<file path="src/res_pkg.sv">
`timescale 1ns / 1ps
`default_nettype none
// ----------------------------------------------------------------------------
// res_pkg
// Shared types and constants of the record exchange sorter.
// ----------------------------------------------------------------------------
package res_pkg;

    localparam int unsigned MAX_RECORDS_DEF = 16;
    localparam int unsigned PLATE_CHARS     = 8;

    // Configuration register indexes.
    localparam logic CFG_SORT_KEY   = 1'b0;
    localparam logic CFG_DESCENDING = 1'b1;

    // Sort key codes.
    localparam logic [1:0] KEY_ID    = 2'd0;
    localparam logic [1:0] KEY_BRAND = 2'd1;
    localparam logic [1:0] KEY_PLATE = 2'd2;
    localparam logic [1:0] KEY_NONE  = 2'd3;

    // Write data sources of the record store.
    localparam logic WR_SRC_IN  = 1'b0;
    localparam logic WR_SRC_CUR = 1'b1;

    typedef struct packed {
        logic [15:0] id;
        logic [15:0] owner;
        logic [2:0]  brand;
        logic [63:0] plate;
        logic        flag;
    } t_rec;

    typedef struct packed {
        logic rd_en;
        logic wr_en;
        logic wr_src;
        logic cur_load;
        logic emit;
        logic emit_last;
    } t_cmd;

    typedef struct packed {
        logic swap;
        logic no_sort;
    } t_sts;

endpackage
`default_nettype wire

</file>
<file path="src/record_exchange_sorter.sv">
`timescale 1ns / 1ps
`default_nettype none
// ----------------------------------------------------------------------------
// record_exchange_sorter
// Collects a run of records, exchange sorts them by the selected key and
// emits them in order.
//
//   Channel  | Handshake          | Payload
//   ---------+--------------------+--------------------------------------------
//   input    | start, busy        | i_car_id .. i_occupied, i_last_record
//   result   | o_valid (strobe)   | o_out_car_id .. o_out_occupied, o_out_last
//   config   | i_cfg_we           | i_cfg_idx, i_cfg_data
//
// Each start beat while idle stores one record, up to MAX_RECORDS. After the
// beat marked last, the run is sorted by reading and comparing one pair at a
// time through the single read port of the record store; with key mode three
// or a single record the sort is skipped. Results then follow back to back,
// each in the cycle after its read is issued. Busy is high from the last beat
// until the final read is issued. Reset is synchronous; the store is not
// cleared. The receiver cannot stall results.
// ----------------------------------------------------------------------------
module record_exchange_sorter import res_pkg::*; #(
    parameter int unsigned MAX_RECORDS = MAX_RECORDS_DEF
) (
    input  wire logic        i_clk,
    input  wire logic        i_rst_n,
    input  wire logic        start,
    output logic             busy,
    input  wire logic [15:0] i_car_id,
    input  wire logic [15:0] i_owner_id,
    input  wire logic [2:0]  i_brand_code,
    input  wire logic [63:0] i_plate_text,
    input  wire logic        i_occupied,
    input  wire logic        i_last_record,
    input  wire logic        i_cfg_we,
    input  wire logic        i_cfg_idx,
    input  wire logic [1:0]  i_cfg_data,
    output logic             o_valid,
    output logic [15:0]      o_out_car_id,
    output logic [15:0]      o_out_owner_id,
    output logic [2:0]       o_out_brand_code,
    output logic [63:0]      o_out_plate_text,
    output logic             o_out_occupied,
    output logic             o_out_last
);

    localparam int unsigned AW = (MAX_RECORDS > 1) ? $clog2(MAX_RECORDS) : 1;

    t_cmd          cmd;
    t_sts          sts;
    logic [AW-1:0] rd_addr;
    logic [AW-1:0] wr_addr;
    t_rec          in_rec;
    t_rec          out_rec;

    assign in_rec.id    = i_car_id;
    assign in_rec.owner = i_owner_id;
    assign in_rec.brand = i_brand_code;
    assign in_rec.plate = i_plate_text;
    assign in_rec.flag  = i_occupied;

    res_controller #(
        .MAX_RECORDS(MAX_RECORDS)
    ) u_ctrl (
        .i_clk        (i_clk),
        .i_rst_n      (i_rst_n),
        .start        (start),
        .i_last_record(i_last_record),
        .busy         (busy),
        .i_sts        (sts),
        .o_cmd        (cmd),
        .o_rd_addr    (rd_addr),
        .o_wr_addr    (wr_addr)
    );

    res_datapath #(
        .MAX_RECORDS(MAX_RECORDS)
    ) u_dp (
        .i_clk     (i_clk),
        .i_rst_n   (i_rst_n),
        .i_cmd     (cmd),
        .i_rd_addr (rd_addr),
        .i_wr_addr (wr_addr),
        .o_sts     (sts),
        .i_cfg_we  (i_cfg_we),
        .i_cfg_idx (i_cfg_idx),
        .i_cfg_data(i_cfg_data),
        .i_rec     (in_rec),
        .o_valid   (o_valid),
        .o_rec     (out_rec),
        .o_last    (o_out_last)
    );

    assign o_out_car_id     = out_rec.id;
    assign o_out_owner_id   = out_rec.owner;
    assign o_out_brand_code = out_rec.brand;
    assign o_out_plate_text = out_rec.plate;
    assign o_out_occupied   = out_rec.flag;

endmodule
`default_nettype wire

</file>
<file path="src/res_datapath.sv">
`timescale 1ns / 1ps
`default_nettype none
// ----------------------------------------------------------------------------
// res_datapath
// Record store, current-record register, key comparator, configuration
// registers and result register.
// ----------------------------------------------------------------------------
module res_datapath import res_pkg::*; #(
    parameter int unsigned MAX_RECORDS = MAX_RECORDS_DEF,
    localparam int unsigned AW = (MAX_RECORDS > 1) ? $clog2(MAX_RECORDS) : 1
) (
    input  wire logic          i_clk,
    input  wire logic          i_rst_n,
    input  wire t_cmd          i_cmd,
    input  wire logic [AW-1:0] i_rd_addr,
    input  wire logic [AW-1:0] i_wr_addr,
    output t_sts               o_sts,
    input  wire logic          i_cfg_we,
    input  wire logic          i_cfg_idx,
    input  wire logic [1:0]    i_cfg_data,
    input  wire t_rec          i_rec,
    output logic               o_valid,
    output t_rec               o_rec,
    output logic               o_last
);

    t_rec       r_mem [MAX_RECORDS];
    t_rec       r_rd;
    t_rec       r_cur;
    t_rec       n_wr_data;
    logic [1:0] r_sort_key;
    logic       r_descending;
    logic       r_out_vld;
    logic       r_out_last;
    logic       lt;
    logic       gt;

    function automatic logic [7:0] fold_lower(input logic [7:0] c);
        if (c >= 8'h41 && c <= 8'h5A) begin
            return c + 8'h20;
        end
        return c;
    endfunction

    // Returns {less, greater}. The scan stops at the first differing byte or
    // at a shared terminating zero byte.
    function automatic logic [1:0] plate_cmp(input logic [63:0] a, input logic [63:0] b);
        logic       done;
        logic [1:0] res;
        logic [7:0] ca;
        logic [7:0] cb;
        done = 1'b0;
        res  = 2'b00;
        for (int k = 0; k < PLATE_CHARS; k++) begin
            ca = fold_lower(a[63-8*k -: 8]);
            cb = fold_lower(b[63-8*k -: 8]);
            if (!done) begin
                if (ca != cb) begin
                    done = 1'b1;
                    res  = (ca < cb) ? 2'b10 : 2'b01;
                end else if (ca == 8'h00) begin
                    done = 1'b1;
                end
            end
        end
        return res;
    endfunction

    always_comb begin
        unique case (r_sort_key)
            KEY_ID: begin
                lt = r_cur.id < r_rd.id;
                gt = r_cur.id > r_rd.id;
            end
            KEY_BRAND: begin
                lt = r_cur.brand < r_rd.brand;
                gt = r_cur.brand > r_rd.brand;
            end
            default: begin
                {lt, gt} = plate_cmp(r_cur.plate, r_rd.plate);
            end
        endcase
        o_sts.swap    = r_descending ? lt : gt;
        o_sts.no_sort = (r_sort_key == KEY_NONE);
        n_wr_data     = (i_cmd.wr_src == WR_SRC_CUR) ? r_cur : i_rec;
    end

    always_ff @(posedge i_clk) begin
        if (i_cmd.wr_en) begin
            r_mem[i_wr_addr] <= n_wr_data;
        end
        if (i_cmd.rd_en) begin
            r_rd <= r_mem[i_rd_addr];
        end
        if (i_cmd.cur_load) begin
            r_cur <= r_rd;
        end
    end

    always_ff @(posedge i_clk) begin
        if (!i_rst_n) begin
            r_sort_key   <= KEY_ID;
            r_descending <= 1'b0;
            r_out_vld    <= 1'b0;
            r_out_last   <= 1'b0;
        end else begin
            if (i_cfg_we) begin
                unique case (i_cfg_idx)
                    CFG_SORT_KEY:   r_sort_key   <= i_cfg_data;
                    CFG_DESCENDING: r_descending <= i_cfg_data[0];
                    default: ;
                endcase
            end
            r_out_vld  <= i_cmd.emit;
            r_out_last <= i_cmd.emit_last;
        end
    end

    assign o_valid = r_out_vld;
    assign o_rec   = r_rd;
    assign o_last  = r_out_last;

endmodule
`default_nettype wire

</file>
<file path="src/res_controller.sv">
`timescale 1ns / 1ps
`default_nettype none
// ----------------------------------------------------------------------------
// res_controller
// Sequencer for loading, exchange sorting and emitting the stored records.
// ----------------------------------------------------------------------------
module res_controller import res_pkg::*; #(
    parameter int unsigned MAX_RECORDS = MAX_RECORDS_DEF,
    localparam int unsigned AW = (MAX_RECORDS > 1) ? $clog2(MAX_RECORDS) : 1,
    localparam int unsigned CW = $clog2(MAX_RECORDS + 1)
) (
    input  wire logic          i_clk,
    input  wire logic          i_rst_n,
    input  wire logic          start,
    input  wire logic          i_last_record,
    output logic               busy,
    input  wire t_sts          i_sts,
    output t_cmd               o_cmd,
    output logic [AW-1:0]      o_rd_addr,
    output logic [AW-1:0]      o_wr_addr
);

    localparam logic [2:0] S_IDLE   = 3'd0;
    localparam logic [2:0] S_RD_I   = 3'd1;
    localparam logic [2:0] S_LD_CUR = 3'd2;
    localparam logic [2:0] S_RD_J   = 3'd3;
    localparam logic [2:0] S_CMP    = 3'd4;
    localparam logic [2:0] S_WB     = 3'd5;
    localparam logic [2:0] S_EMIT   = 3'd6;

    localparam logic [CW-1:0] FULL = CW'(MAX_RECORDS);
    localparam logic [CW-1:0] ONE  = CW'(1);
    localparam logic [CW-1:0] TWO  = CW'(2);

    logic [2:0]    r_state, n_state;
    logic [CW-1:0] r_count, n_count;
    logic [CW-1:0] r_n, n_n;
    logic [CW-1:0] r_i, n_i;
    logic [CW-1:0] r_j, n_j;
    logic [CW-1:0] r_k, n_k;
    logic [CW-1:0] cnt_after;

    always_comb begin
        n_state   = r_state;
        n_count   = r_count;
        n_n       = r_n;
        n_i       = r_i;
        n_j       = r_j;
        n_k       = r_k;
        o_cmd     = '0;
        o_rd_addr = r_j[AW-1:0];
        o_wr_addr = r_j[AW-1:0];
        cnt_after = (r_count < FULL) ? r_count + ONE : r_count;

        unique case (r_state)
            S_IDLE: begin
                o_wr_addr    = r_count[AW-1:0];
                o_cmd.wr_src = WR_SRC_IN;
                if (start) begin
                    o_cmd.wr_en = (r_count < FULL);
                    n_count     = cnt_after;
                    if (i_last_record) begin
                        n_n     = cnt_after;
                        n_count = '0;
                        n_i     = '0;
                        n_j     = ONE;
                        n_k     = '0;
                        if (i_sts.no_sort || cnt_after < TWO) begin
                            n_state = S_EMIT;
                        end else begin
                            n_state = S_RD_I;
                        end
                    end
                end
            end
            S_RD_I: begin
                o_rd_addr   = r_i[AW-1:0];
                o_cmd.rd_en = 1'b1;
                n_state     = S_LD_CUR;
            end
            S_LD_CUR: begin
                o_cmd.rd_en    = 1'b1;
                o_cmd.cur_load = 1'b1;
                n_state        = S_CMP;
            end
            S_RD_J: begin
                o_cmd.rd_en = 1'b1;
                n_state     = S_CMP;
            end
            S_CMP: begin
                // On a swap the held record goes to slot j and slot j's record
                // becomes the one held for slot i.
                o_cmd.wr_en    = i_sts.swap;
                o_cmd.wr_src   = WR_SRC_CUR;
                o_cmd.cur_load = i_sts.swap;
                if (r_j + ONE < r_n) begin
                    n_j     = r_j + ONE;
                    n_state = S_RD_J;
                end else begin
                    n_state = S_WB;
                end
            end
            S_WB: begin
                o_wr_addr    = r_i[AW-1:0];
                o_cmd.wr_en  = 1'b1;
                o_cmd.wr_src = WR_SRC_CUR;
                if (r_i + TWO < r_n) begin
                    n_i     = r_i + ONE;
                    n_j     = r_i + TWO;
                    n_state = S_RD_I;
                end else begin
                    n_k     = '0;
                    n_state = S_EMIT;
                end
            end
            S_EMIT: begin
                o_rd_addr       = r_k[AW-1:0];
                o_cmd.rd_en     = 1'b1;
                o_cmd.emit      = 1'b1;
                o_cmd.emit_last = (r_k + ONE == r_n);
                n_k             = r_k + ONE;
                if (r_k + ONE == r_n) begin
                    n_state = S_IDLE;
                end
            end
            default: begin
                n_state = S_IDLE;
            end
        endcase
    end

    always_ff @(posedge i_clk) begin
        if (!i_rst_n) begin
            r_state <= S_IDLE;
            r_count <= '0;
            r_n     <= '0;
            r_i     <= '0;
            r_j     <= '0;
            r_k     <= '0;
        end else begin
            r_state <= n_state;
            r_count <= n_count;
            r_n     <= n_n;
            r_i     <= n_i;
            r_j     <= n_j;
            r_k     <= n_k;
        end
    end

    assign busy = (r_state != S_IDLE);

endmodule
`default_nettype wire
</file>
<file path="config.mk">
export PLATFORM = sky130hd
export DESIGN_NAME = record_exchange_sorter
export DESIGN_NICKNAME = d
export VERILOG_FILES = /design/src/res_pkg.sv /design/src/record_exchange_sorter.sv /design/src/res_datapath.sv /design/src/res_controller.sv
export SDC_FILE = /design/constraint.sdc
export NUM_CORES = 2
export LEC_CHECK = 0
export ABC_AREA = 1
export BUFFER_PORTS_ARGS = -buffer_cell sky130_fd_sc_hd__buf_4
export CELL_PAD_IN_SITES_DETAIL_PLACEMENT = 0
export CELL_PAD_IN_SITES_GLOBAL_PLACEMENT = 1
export CORE_MARGIN = 8
export CORE_UTILIZATION = 35
export CTS_CLUSTER_DIAMETER = 30
export CTS_CLUSTER_SIZE = 25
export DETAILED_ROUTE_END_ITERATION = 7
export PLACE_DENSITY = 0.6
export SETUP_SLACK_MARGIN = 0.3
export SLEW_MARGIN = 20
export SYNTH_ARGS = -nofsm -noshare
export SYNTH_HDL_FRONTEND = slang
export SYNTH_SLANG_ARGS = --single-unit
export TNS_END_PERCENT = 10
</file>
<file path="constraint.sdc">
create_clock -name i_clk -period 12.2 [get_ports i_clk]
set_input_delay 2.44 -clock i_clk [delete_from_list [all_inputs] [get_ports i_clk]]
set_output_delay 2.44 -clock i_clk [all_outputs]
set_load 0.005 [all_outputs]
</file>
# Word-level counts from Yosys, hierarchy flattened

Memory sizes are Yosys's and may differ from the RTL's. A register that Yosys moved wholly into a read port is not among the register bits.
Index checks and enable logic that the tools add are counted.

Memories: 1
Output and inout bits: 103
Word-level logic and storage cells: 317
Bits in registers: 133
RAM bits: 1600
Input port bits: 108

Bitwise operators: 1
Order comparisons: 48
Add/subtract/negate cells: 21
Muxes and demuxes: 166
Equal/unequal tests: 23
Reduce and logical (&&, ||, !) cells: 42

Memories:

| memory     | words | width | rd ports | clocked after Yosys merged registers in | write ports | line               | source |
|---|---|---|---|---|---|---|---|
| u_dp.r_mem | 16    | 100   | 1        | 1                                       | 1           | res_datapath.sv:27 | `t_rec r_mem [MAX_RECORDS];` |

Operators by type and width:

| operator            | count |
|---|---|
| $mux 8              | 48 |
| $add 8x6->8 const B | 16 |
| $ge 8x7->1 const B  | 16 |
| $le 8x7->1 const B  | 16 |
| $mux 100            | 1 |
| $lt 8x8->1          | 8 |
| $mux 1              | 64 |
| $ne 8x8->1          | 8 |
| $logic_not 8->1     | 7 |
| $mux 2              | 27 |
| $mux 5              | 10 |
| $pmux 5 s3          | 2 |
| $add 5x1->5 const B | 4 |
| $mux 3              | 6 |
| $pmux 3 s6          | 1 |
| $gt 16x16->1        | 1 |
| $logic_and 1x1->1   | 16 |
| $lt 16x16->1        | 1 |
| $pmux 4 s2          | 2 |
| $lt 5x5->1          | 2 |
| $pmux 5 s2          | 1 |
| $eq 3x3->1 const B  | 3 |
| $reduce_bool 3->1   | 3 |
| $reduce_and 2->1    | 4 |
| other kinds (24)    | 34 |

# Depth between registers and ports, before layout

Word-level depth: 31
Mapped depth: 30
Gate-level depth less buffers: 29

# Modules after synthesis

A second synthesis with hierarchy kept.

Cell total of the unflattened synthesis: 5527
Area, all modules: 76164.3 um^2

By module, submodules not included:

| module         | cells an instance | area an instance (um^2) | instances | sequential area each (um^2) |
|---|---|---|---|---|
| res_datapath   | 5203              | 74096.1                 | 1         | 54151.9 |
| res_controller | 324               | 2068.2                  | 1         | 560.5 |

# Least setup slack after synthesis

Ideal clock, no wire load.

Path type: input port to flip-flop
Start point: input start
End point: memory u_dp.r_mem[10][0] in the netlist's numbering (enable)
Buffers on the path: 1
Data arrival time: 7.826 ns
Slack: 3.782 ns
Library setup time: 0.592 ns
Data required time: 11.608 ns
Cell stages on the path: 5
Cell sequence: inv_1 -> nor2_1 -> a21oi_1 -> clkbuf_1 -> a21oi_1

Longest elaborated chain between the ends: 4

RTL lines:

| element                      | line                         | source |
|---|---|---|
| start, declared              | record_exchange_sorter.sv:27 | `input wire logic start,` |
| $mux 1                       | res_controller.sv:59         | `if (start) begin` |
| $pmux 2 s3                   | res_controller.sv:55         | `unique case (r_state)` |
| $mux 1                       | res_datapath.sv:89           | `if (i_cmd.wr_en) begin` |
| $mux 1 (implied by the code) | res_datapath.sv:90           | `r_mem[i_wr_addr] <= n_wr_data;` |
| end, declared                | res_datapath.sv:27           |  |

No other way between the ends.

# Worst setup path in the final report

Start point: register u_dp.o_rec[59] (netlist name)
End point: memory u_dp.r_mem[3][92] in the netlist's numbering (enable)

Longest elaborated chain between the ends: 31
Elaborated cells between the ends (all ways): 50
Those cells by class: 1 x add/sub; 3 x order compare; 1 x eq/ne; 44 x mux; 1 x reduce/logical

RTL lines:

| element                                         | line                 | source |
|---|---|---|
| $ge 8x7->1 / $le 8x7->1 (equally long branches) | res_datapath.sv:39   | `if (c >= 8'h41 && c <= 8'h5A) begin` |
| $logic_and 1x1->1                               | res_datapath.sv:39   |  |
| $mux 1                                          | res_datapath.sv:39   |  |
| $mux 1                                          | res_datapath.sv:70   | `unique case (r_sort_key)` |
| $mux 8 (*)                                      | res_datapath.sv:42   | `return c;` |
| $mux 8 (*)                                      | res_datapath.sv:70   |  |
| $lt 8x8->1                                      | res_datapath.sv:60   | `res = (ca < cb) ? 2'b10 : 2'b01;` |
| $mux 2                                          | res_datapath.sv:60   |  |
| (+15 left out)                                  | --                   |  |
| $mux 2                                          | res_datapath.sv:57   | `if (!done) begin` |
| $mux 2                                          | res_datapath.sv:58   | `if (ca != cb) begin` |
| $mux 2 (*)                                      | res_datapath.sv:57   |  |
| $pmux 1 s2                                      | res_datapath.sv:70   |  |
| $mux 1 (*)                                      | res_datapath.sv:83   | `o_sts.swap = r_descending ? lt : gt;` |
| $pmux 2 s3 (*)                                  | res_controller.sv:55 |  |
| $mux 1 (*)                                      | res_datapath.sv:89   |  |
| $mux 1 (implied by the code) (*)                | res_datapath.sv:90   |  |

Mark *: on every way between the ends. The rest lies on a longest branch, timed or not. The select of a mux whose other input is x is not followed.

==> impl_results.md <==
- Outcome: completed
- Worst-Margin Slew: 1.14 ns
- Post_cts resized: 0
- FF+latch count, synth: 1833
- Port buffer count: 210
- Crit-path leading delay family: simple AND/OR/NAND/NOR gates
- Crit path from: u_dp.o_rec[59]$_DFFE_PP_
- CTS tree: yes
- H-tree Lvls: 5
- Final wirelength: 211000 um
- First-pass GRT wire length: 313000 um
- Syn Area/Cell: 12.7 sq um
- Switch share: 32.4%
- Routed vias/inst: 4.99
- Num CTS Buffers: 433
- CP bufs+invs: 4
- 1st-iter DRT viols: 3518
- DRC Markers: 0
- Asr flop ratio synth: 0%
- Cell area power density: 283 mW/mm^2
- Area share of fa/ha/maj cells after synthesis: 1.82%
- Synthesized instance count: 6061
- Synth Area in Compound Gates: 11.5%
- Reg2reg path depth: 29
- Hold crit path type: reg -> reg
- Setup crit end: u_dp.r_mem[3][92]$_DFFE_PP_
- Worst setup EP type: flip-flop
- CP arrival: 7.50 ns
- DRT Pass-1 Iters: 7
- Die width: 485 um
- Number of flops mapped to enable cells by yosys: 1800
- Antenna violations before repair: 6
- Die Area: 0.235 sq mm
- DRT antenna net count: 0
- Largest family of logic cells by synthesized area: compound AO/OA/AOI/OAI gates
- Internal power: 18400 uW
- Syn_nets: 6281
- Root Buffer: clkbuf_16
- Simple-Gate Fraction of Synth Area: 6.98%
- Final min period: 6.99 ns
- Reg power frac: 32.8%
- Slew margin rel.: 23.7%
- Critical Path Slowest Stage Cell: a21oi_4
- Crit path max fanout: 51
- Share of cell area taken by muxes after synthesis: 2.60%
- Clock sinks: 1833
- GPL Wtd Cong: 0.797
- Number of core rows: 172
- Initial Util: 35.1%
- Total Power: 27200 uW
- CP required: 12.71 ns
- R2r endpoint: u_dp.r_mem[3][92]$_DFFE_PP_
- Hold Startpoint: u_ctrl.r_i[4]$_SDFFE_PN0P_
- HPWL Detailed: 114000 um
- Comb power frac: 25.8%
- Final Hold Viols: 0
- Mapped cell area: 0.0769 sq mm
- Final Setup Violations: 0
- DR WL/cell: 21.8 um
- Worst reg-to-reg setup slack: 5.21 ns
- Maximum VDD drop: 288 uV
- Area Overhead vs Synth: 25.2%
- Hold Buf Count CTS: 0
- Clock power frac: 41.3%
- Leak Pwr: 0.0371 uW
- Primary FF master, synth: edfxtp_1
- Reg clk slew, reported paths: 0.04 ns
- Share of post-route cells with drive strength above 1: 15.0%
- Largest net degree at the start of global routing: 214
- Pins Over Slew Limit: 0
- Fmax: 0.143 GHz
- Die Y-Extent: 485 um
- Core box area: 0.219 sq mm
- Congestion Overflow GR: 0
- RSZ-0062 raised after global routing: false
- GRT Util Overall: 17.4%
- Final setup skew: 0.0595 ns
- Post-CTS Setup Bufs: 0
- Dpl ws: 5.04 ns
- WS Path Type: reg -> reg
- Bufs on Longest Clock Path: 4
- Max-cap check violation count: 0
- Cell depth of the worst setup path: 29
- Layout Nets: 6709
- CP max stage delay: 0.96 ns
- Worst r2r src: u_dp.o_rec[59]$_DFFE_PP_
- IO Pins: 211
- Post-Synth XOR/XNOR Area: 0.137%
- Yosys warns: 0
- Crit start category: flip-flop
- Vias: 48500
- Cell mode on critical path: nand2_1
- Worst-Skew Late Latency: 0.94 ns
- Post-route setup slack: 5.21 ns
- Part of the Yosys area used for sequential elements: 71.1%
- Final setup TNS: 0 ns
- Vias in the first global route: 48200
- Tcrit/Tclk final: 57.3%
- Distinct cells, synth: 49
- Switching Power: 8830 uW
==> cells in the final DEF (no fill, tap or decap), types with 69 or more instances in the layout <==
cell type	instances
buf_4	314
o21ai_1	86
o211ai_1	314
o221ai_1	95
o311ai_1	104
mux2i_1	200
clkinv_1	69
clkbuf_16	438
edfxtp_1	1800
nor2_1	211
nand3_1	158
o21ai_0	489
nand2_1	876
ha_1	112
a21oi_1	268
inv_1	809
clkinv_2	93
==> registers in the layout, indices dropped and copies added (netlist names) <==
name and count:
u_dp.o_last 1, u_dp.r_mem 1600, u_dp.r_cur 100, u_ctrl.r_k 5, u_ctrl.r_n 5, u_ctrl.r_count 5
u_ctrl.r_i 5, u_dp.o_rec 100, u_dp.r_descending 1, u_dp.o_valid 1, u_dp.r_sort_key 2, u_ctrl.r_state 3
u_ctrl.r_j 5
==> power by group through the flow <==
stage	clock (uW)	combinational, uW	sequential, uW
3_5_place_dp	0	7170	9040
6_report	11300	7030	8940
5_1_grt	11800	7860	9030
4_1_cts	11400	7210	8940
2_1_floorplan	0	4380	9070
3_3_place_gp	0	7180	9010
==> cell families after synthesis <==
kind of cell	Yosys count
AO/OA/AOI/OAI	1429
XOR/XNOR	12
adder cells (fa/ha/maj)	112
buffers and inverters	1148
flip-flops	1833
multiplexers	200
AND/OR/NAND/NOR	1327
==> area by class of cell <==
cell class	count	area (sq um)
fill	19900	123000
tap	2871	3590
multi-input combinational	3080	18000
timing repair buffer	328	2640
inverter	813	3070
antenna	1	2.50
sequential	1833	54700
clock inverter	295	3230
clock buffer	486	11100
==> routing by layer <==
layer	share of wire [%]	wire [um]	GRT usage (%)	up-vias
met5	0	0	0	-
met4	2.2	4700	4.97	0
met3	4.2	8870	3.03	336
met2	48	102000	29.0	1097
met1	45	95400	23.3	24000
li1	-	-	-	23000
==> metrics by stage <==
stage | hold slack, ns | area [sq um] | util (%) | cells
floorplan | 0.412 | 76900 | - | 6061
detailed placement | 0.431 | 82000 | 37.4 | 8925
global placement | 0.432 | 82000 | 37.4 | 8925
CTS | 0.437 | 96400 | 44.0 | 9706
global route | 0.472 | 96400 | 44.0 | 9707
finish | 0.432 | 96400 | 44.0 | 9707
==> Yosys cell counts, types with 11 or more instances <==
cell type     n  area [sq um]
a21oi_1     286          1430
o311ai_1    104           911
buf_2       117           586
edfxtp_1   1800         54100
nand2_1     877          3290
inv_1       810          3040
o21ai_1      81           405
nor2_1      212           796
clkbuf_1    177           664
dfxtp_1      33           661
xor2_1       11          96.3
mux2i_1     200          2000
o21ai_0     497          2490
buf_4        14           105
o221ai_1     95           832
nand3_1     158           791
nand4_1      29           181
ha_1        112          1400
o211ai_1    314          2360
buf_1        27           101
nor3_1       26           130
==> how the worst min path moves through the flow <==
stage | to | slack (ns) | cells after the start
2_1_floorplan | u_ctrl.r_i[4]$_SDFFE_PN0P_ | 0.41 | 1
3_3_place_gp | u_ctrl.r_i[4]$_SDFFE_PN0P_ | 0.43 | 1
3_5_place_dp | u_ctrl.r_i[4]$_SDFFE_PN0P_ | 0.43 | 1
4_1_cts | u_ctrl.r_i[4]$_SDFFE_PN0P_ | 0.44 | 1
5_1_grt | u_ctrl.r_i[4]$_SDFFE_PN0P_ | 0.47 | 1
6_report | u_ctrl.r_i[4]$_SDFFE_PN0P_ | 0.43 | 1
(Power assumes the default switching activity.)
